<file path="config.mk">
export PLATFORM = sky130hd
export DESIGN_NAME = gpc_ctrl
export DESIGN_NICKNAME = d
export VERILOG_FILES = /design/src/design/gpc_pkg.sv /design/src/design/gpc_ctrl.sv
export VERILOG_INCLUDE_DIRS = /design/src /design/src/design
export SDC_FILE = /design/constraint.sdc
export NUM_CORES = 1
export LEC_CHECK = 0
export ABC_AREA = 0
export BUFFER_PORTS_ARGS = -buffer_cell sky130_fd_sc_hd__buf_2
export CAP_MARGIN = 40
export CORE_MARGIN = 1
export CORE_UTILIZATION = 45
export CTS_BUF_LIST = sky130_fd_sc_hd__clkbuf_4 sky130_fd_sc_hd__clkbuf_8
export CTS_CLUSTER_SIZE = 28
export DETAILED_ROUTE_END_ITERATION = 16
export PLACE_DENSITY = 0.76
export SETUP_SLACK_MARGIN = 0.3
export SLEW_MARGIN = 5
export SYNTH_ARGS = -nofsm -noshare
export SYNTH_HDL_FRONTEND = slang
export SYNTH_SLANG_ARGS = --single-unit
</file>
<file path="constraint.sdc">
create_clock -name i_clk -period 1.4 [get_ports i_clk]
set_input_delay 0.07 -clock i_clk [delete_from_list [all_inputs] [get_ports i_clk]]
set_output_delay 0.07 -clock i_clk [all_outputs]
set_load 0.005 [all_outputs]
</file>
<file path="src/design/grid_paint_connectivity_union_find_macros.svh">
// Assertion macros shared by the grid connectivity design.
// Included by modules that carry concurrent checks; no other dependencies.
`ifndef GRID_PAINT_CONNECTIVITY_UNION_FIND_MACROS_SVH
`define GRID_PAINT_CONNECTIVITY_UNION_FIND_MACROS_SVH
`ifndef SYNTH
`define GPC_ASSERT_IMPL(label, clk, rst_n, ante, cons, msg) \
    label: assert property (@(posedge clk) disable iff (!rst_n) (ante) |-> (cons)) \
        else $error(msg);
`define GPC_ASSERT_NEXT(label, clk, rst_n, ante, cons, msg) \
    label: assert property (@(posedge clk) disable iff (!rst_n) (ante) |=> (cons)) \
        else $error(msg);
`else
`define GPC_ASSERT_IMPL(label, clk, rst_n, ante, cons, msg)
`define GPC_ASSERT_NEXT(label, clk, rst_n, ante, cons, msg)
`endif
`endif

</file>
<file path="src/design/gpc_pkg.sv">
// Package for the grid connectivity block: sizes, register indexes, state codes
// and the controller/datapath command and status structs. No dependencies.
`timescale 1ns / 1ps
package gpc_pkg;
    localparam int MaxRows = 64;
    localparam int MaxCols = 64;
    localparam int Cells = MaxRows * MaxCols;
    localparam int IdxW = $clog2(Cells);
    localparam int SizeW = IdxW + 1;
    localparam int CfgW = 7;
    localparam int CfgIdxW = 1;

    localparam logic [CfgIdxW-1:0] RegGridHeight = 1'b0;
    localparam logic [CfgIdxW-1:0] RegGridWidth  = 1'b1;

    localparam logic KindPaint = 1'b0;
    localparam logic KindQuery = 1'b1;

    typedef enum logic [4:0] {
        S_CLEAR,
        S_IDLE,
        S_PAINT,
        S_NB_CHECK,
        S_NB_PWAIT,
        S_FIND_INIT,
        S_FIND_RD,
        S_FIND_WAIT,
        S_FIND_STEP,
        S_COMP_RD,
        S_COMP_WAIT,
        S_COMP_STEP,
        S_SIZE_RD,
        S_SIZE_WAIT,
        S_LINK,
        S_Q_PWAIT,
        S_Q_EVAL,
        S_OUT
    } t_state;

    typedef enum logic [1:0] {
        SEL_A,
        SEL_B,
        SEL_NB
    } t_sel;

    typedef struct packed {
        logic       clear_step;
        logic       load_item;
        logic       paint_write;
        logic       nb_read;
        logic       nb_next;
        logic       find_load;
        t_sel       find_sel;
        logic       find_read;
        logic       find_step;
        logic       comp_read;
        logic       comp_write;
        logic       save_ra;
        logic       size_read;
        logic       link;
        logic       pa_read;
        logic       save_result;
    } t_cmd;

    typedef struct packed {
        logic       clear_done;
        logic       item_in_grid;
        logic       item_is_query;
        logic       nb_valid;
        logic       nb_last;
        logic       nb_painted;
        logic       at_root;
        logic       comp_done;
    } t_status;
endpackage

</file>
<file path="src/design/gpc_ctrl.sv">
// Controller state machine for the grid connectivity block.
// Uses gpc_pkg; drives the datapath by t_cmd and reads t_status.
`timescale 1ns / 1ps
`include "grid_paint_connectivity_union_find_macros.svh"
module gpc_ctrl
    import gpc_pkg::*;
(
    input  logic    i_clk,
    input  logic    i_rst_n,
    input  logic    i_in_valid,
    output logic    o_in_ready,
    output logic    o_out_valid,
    input  logic    i_out_ready,
    input  t_status i_status,
    output t_cmd    o_cmd
);
    t_state r_state, n_state;
    // Which find is running: 0 first operand, 1 second operand.
    logic r_second, n_second;

    always_ff @(posedge i_clk) begin
        if (!i_rst_n) begin
            r_state  <= S_CLEAR;
            r_second <= 1'b0;
        end else begin
            r_state  <= n_state;
            r_second <= n_second;
        end
    end

    always_comb begin
        n_state  = r_state;
        n_second = r_second;
        case (r_state)
            S_CLEAR:     if (i_status.clear_done) n_state = S_IDLE;
            S_IDLE: begin
                if (i_in_valid) n_state = S_PAINT;
            end
            S_PAINT: begin
                n_second = 1'b0;
                if (!i_status.item_in_grid) begin
                    n_state = i_status.item_is_query ? S_OUT : S_IDLE;
                end else if (i_status.item_is_query) begin
                    n_state = S_FIND_INIT;
                end else begin
                    n_state = S_NB_CHECK;
                end
            end
            S_NB_CHECK: n_state = i_status.nb_valid ? S_NB_PWAIT :
                                  (i_status.nb_last ? S_IDLE : S_NB_CHECK);
            S_NB_PWAIT: begin
                n_second = 1'b0;
                if (i_status.nb_painted) n_state = S_FIND_INIT;
                else n_state = i_status.nb_last ? S_IDLE : S_NB_CHECK;
            end
            S_FIND_INIT: n_state = S_FIND_RD;
            S_FIND_RD:   n_state = S_FIND_WAIT;
            S_FIND_WAIT: n_state = S_FIND_STEP;
            S_FIND_STEP: n_state = i_status.at_root ? S_COMP_RD : S_FIND_RD;
            S_COMP_RD:   n_state = i_status.comp_done ? S_SIZE_RD : S_COMP_WAIT;
            S_COMP_WAIT: n_state = S_COMP_STEP;
            S_COMP_STEP: n_state = S_COMP_RD;
            S_SIZE_RD: begin
                if (!r_second) begin
                    n_second = 1'b1;
                    n_state  = S_FIND_INIT;
                end else if (i_status.item_is_query) begin
                    n_state = S_Q_PWAIT;
                end else begin
                    n_state = S_SIZE_WAIT;
                end
            end
            S_SIZE_WAIT: n_state = S_LINK;
            S_LINK:      n_state = i_status.nb_last ? S_IDLE : S_NB_CHECK;
            S_Q_PWAIT:   n_state = S_Q_EVAL;
            S_Q_EVAL:    n_state = S_OUT;
            S_OUT:       if (i_out_ready) n_state = S_IDLE;
            default:     n_state = S_IDLE;
        endcase
    end

    always_comb begin
        o_cmd       = '0;
        o_cmd.find_sel = SEL_A;
        o_in_ready  = 1'b0;
        o_out_valid = 1'b0;
        case (r_state)
            S_CLEAR: o_cmd.clear_step = 1'b1;
            S_IDLE: begin
                o_in_ready     = 1'b1;
                o_cmd.load_item = i_in_valid;
            end
            S_PAINT: o_cmd.paint_write = i_status.item_in_grid &&
                                         !i_status.item_is_query;
            S_NB_CHECK: begin
                o_cmd.nb_read = i_status.nb_valid;
                o_cmd.nb_next = !i_status.nb_valid;
            end
            S_NB_PWAIT: o_cmd.nb_next = !i_status.nb_painted;
            S_FIND_INIT: begin
                o_cmd.find_load = 1'b1;
                if (i_status.item_is_query) o_cmd.find_sel = r_second ? SEL_B : SEL_A;
                else o_cmd.find_sel = r_second ? SEL_NB : SEL_A;
            end
            S_FIND_RD:   o_cmd.find_read = 1'b1;
            S_FIND_STEP: o_cmd.find_step = 1'b1;
            S_COMP_RD:   o_cmd.comp_read = !i_status.comp_done;
            S_COMP_STEP: o_cmd.comp_write = 1'b1;
            S_SIZE_RD: begin
                o_cmd.save_ra   = !r_second;
                o_cmd.size_read = r_second && !i_status.item_is_query;
                o_cmd.pa_read   = r_second && i_status.item_is_query;
            end
            S_LINK: begin
                o_cmd.link    = 1'b1;
                o_cmd.nb_next = 1'b1;
            end
            S_Q_EVAL: o_cmd.save_result = 1'b1;
            S_OUT:    o_out_valid = 1'b1;
            default: ;
        endcase
    end

    `GPC_ASSERT_IMPL(a_ready_only_idle, i_clk, i_rst_n, o_in_ready, r_state == S_IDLE, "ready outside idle")
    `GPC_ASSERT_IMPL(a_no_both, i_clk, i_rst_n, o_out_valid, !o_in_ready, "ready while result waits")
    `GPC_ASSERT_NEXT(a_out_holds, i_clk, i_rst_n, o_out_valid && !i_out_ready, o_out_valid, "result dropped")
endmodule

</file>
==> impl_metrics.json <==
{
  "status": "complete, but fails checks",
  "violations": "negative setup slack",
  "finalMaxSlewViolations": 0,
  "fin_skew_ps": 0.9431,
  "ctsRootBufferMaster": "clkbuf_4",
  "crit_cells": 4,
  "critPathBufInv": 2,
  "period_minus_slack_ps": 1583,
  "grt_setup_unrepaired": "yes",
  "worstPathCellList": "buf_6 > or3_4 > nor4_2 > buf_2",
  "worst_pin_slew_ps": 326.6,
  "nets": 177,
  "initial_core_util": 0.4878,
  "io_buffers": 30,
  "async_flop_share": 0,
  "drv_cap": 0,
  "clk_pin_slew_ps": 60,
  "coreArea_mm2": 0.001541,
  "die_h_um": 42.88,
  "routedWlPerCell_um": 19.07,
  "stdcell_area_mm2": 0.001330,
  "ys_warn_count": 0,
  "crit_type": "flip-flop to output port",
  "yosys-top-cells-count": "16 x nor2_1, 7 x nand2_1, 6 x dfxtp_1, 6 x nor2b_1, 6 x nor3_1",
  "dpl.hpwl_mm": 1.928,
  "postSynthAreaPerCell_um2": 7.230,
  "antenna_found_initial": 0,
  "whs_path_depth": 2,
  "final_hold_viol_count": 0,
  "worstPathArrival_ps": 1510,
  "cts_max_level": 1,
  "cts_buffers": 3,
  "hp-class": "input port to flip-flop",
  "slew_headroom": 0.7792,
  "synth.largest_area_cell": "dfxtp_1",
  "antenna_cells": 0,
  "worst_path_max_delay_cell": "or3_4",
  "clock_sinks": 6,
  "p_leak_nw": 0.6413,
  "critical_path.max_stage_delay_ps": 400,
  "path_max_fanout": 5,
  "synth.area.top_cells": "dfxtp_1 16%, nor2_1 8.0%, nor2b_1 5.0%",
  "synth_area_um2": 752.0,
  "clock_latency_ps": 250,
  "gp_congestion": 1.004,
  "grt_pass1_vias": 942,
  "fp.dieW_um": 42.88,
  "fmax_mhz": 631.7,
  "viasPerCell": 6.358,
  "setup_violations": 18,
  "min_period_over_period": 1.131,
  "ios": 31,
  "yosys_most_used_dff": "dfxtp_1",
  "synth-seq-cells": 6,
  "syn_inst": 104,
  "grt_use_total": 0.3164,
  "final_antenna_net_count": 0,
  "pwr_density_cell_mw_per_mm2": 397.6,
  "firstDrtPassIters": 4,
  "vdd_drop_max_v": 0.0005009,
  "critPathRequiredTime_ps": 1330,
  "dieArea_mm2": 0.001839,
  "dpl-instance-area_um2": 991.0,
  "drt_wl_total_mm": 3.413,
  "synth.most_common_cell": "nor2_1",
  "synth-seq-area-share": 0.1597,
  "drive_gt1_frac": 0.6258,
  "synth_edf_count": 0,
  "grt_overflow": 0,
  "num_vias": 1138,
  "start_kind": "flip-flop",
  "rows": 14,
  "clockBufferDepth": 2,
  "areaGrowthSynthToFinish_pct": 76.87,
  "end_kind": "output port",
  "grt_start_max_net_pins": 10,
  "path_delay_family": "simple AND/OR/NAND/NOR gates",
  "ys_types": 45,
  "reg2regPathDepth": 6,
  "syn_nets": 116,
  "grt_first_pass_wirelength_mm": 4.388,
  "setup_ws_ps": -183.0,
  "yosysTopAreaCellShare": 0.1597,
  "drt_iter0_markers": 58,
  "final_util": 0.8628,
  "cts_tree": "yes",
  "drc_errors": 0
}
[state kept, by name, summed over array words and instances, names as in the netlist]
signal and count:
r_second 1, r_state 5
[area by class of cell]
class	instances	area, um2
clock buffers	3	22.52
well taps	16	20.02
fillers	92	211.5
multi-input cells	87	685.7
repair buffers	64	454.2
inverters	3	11.26
flip-flops and latches	6	136.4
[stage by stage]
stage	hold WS [ps]	setup TNS [ps]	worst slack (ps)	instances	power, W
2_1_floorplan	164.0	0	121.4	104	0.0002552
3_3_place_gp	365.0	-226.0	-157.0	157	0.0003087
3_5_place_dp	368.5	-278.4	-160.5	157	0.0003112
4_1_cts	95.11	-552.7	-100.4	172	0.0005040
5_1_grt	117.4	-2045	-245.9	179	0.0005460
6_report	105.0	-1242	-183.0	179	0.0005288
[layer usage]
layer | share of wire | track usage | vias up
li1 | - | - | 499
met1 | 0.39 | 0.4216 | 526
met2 | 0.46 | 0.5182 | 91
met3 | 0.089 | 0.03404 | 22
met4 | 0.058 | 0.1188 | 0
met5 | 0 | 0 | -
[worst register-to-register path, delay by kind of cell, from the launching register on]
family | cells | cell delay [ps]
compound gates | 3 | 550
flops | 1 | 370
simple gates | 1 | 280
buf+inv | 2 | 250
[path summary, 6_finish.rpt]
path / startpoint / endpoint / slack [ps]
hold reg to reg: r_second$_SDFFE_PN0P_ / r_second$_SDFFE_PN0P_ / 630
setup reg to reg: r_state[3]$_SDFFE_PN0P_ / r_state[2]$_SDFFE_PN0P_ / -110
setup / recovery: r_state[4]$_SDFFE_PN0P_ / o_cmd[14] / -180
hold / removal: i_rst_n / r_state[4]$_SDFFE_PN0P_ / 100
[where the power goes]
group	total [W]	internal (W)	switching [W]
Sequential	0.000181	0.000170	0.0000112
Combinational	0.000164	0.0000782	0.0000857
Clock	0.000184	0.0000986	0.0000855
[what timing repair did]
action                                  CTS  global route
hold buffers                              0             0
buffers inserted                         12             7
pin swaps                                13            12
endpoints found under the setup margin   25            25
resized for setup                        36            13
[cells by family (layout without fill, tap and decap cells)]
group,Yosys count,after routing,share of synthesized area
AOI/OAI and AO/OA,23,23,0.2180
xor gates and xnor gates,1,1,0.01165
buffers and inverters,11,70,0.09982
DFF,6,6,0.1597
and+or+nand+nor,63,63,0.5109
[cells in the final DEF, fill, tap and decap left out, types with 2 or more instances in the layout]
| cell type | count |
|---|---|
| nor3_2 | 2 |
| nor4_2 | 2 |
| buf_6 | 13 |
| and2_1 | 2 |
| a21oi_1 | 5 |
| nor2b_4 | 2 |
| nor3_4 | 2 |
| nor3_1 | 4 |
| buf_4 | 21 |
| nand3_1 | 2 |
| o21ai_1 | 5 |
| nand2_1 | 5 |
| nor2_1 | 12 |
| nor2_4 | 3 |
| nand2_2 | 2 |
| nor2_2 | 3 |
| buf_2 | 30 |
| nor2b_1 | 4 |
| dfxtp_4 | 4 |
| clkbuf_4 | 3 |
| and3b_1 | 2 |
| o31a_1 | 2 |
| inv_1 | 3 |
(Power assumes the default switching activity.)
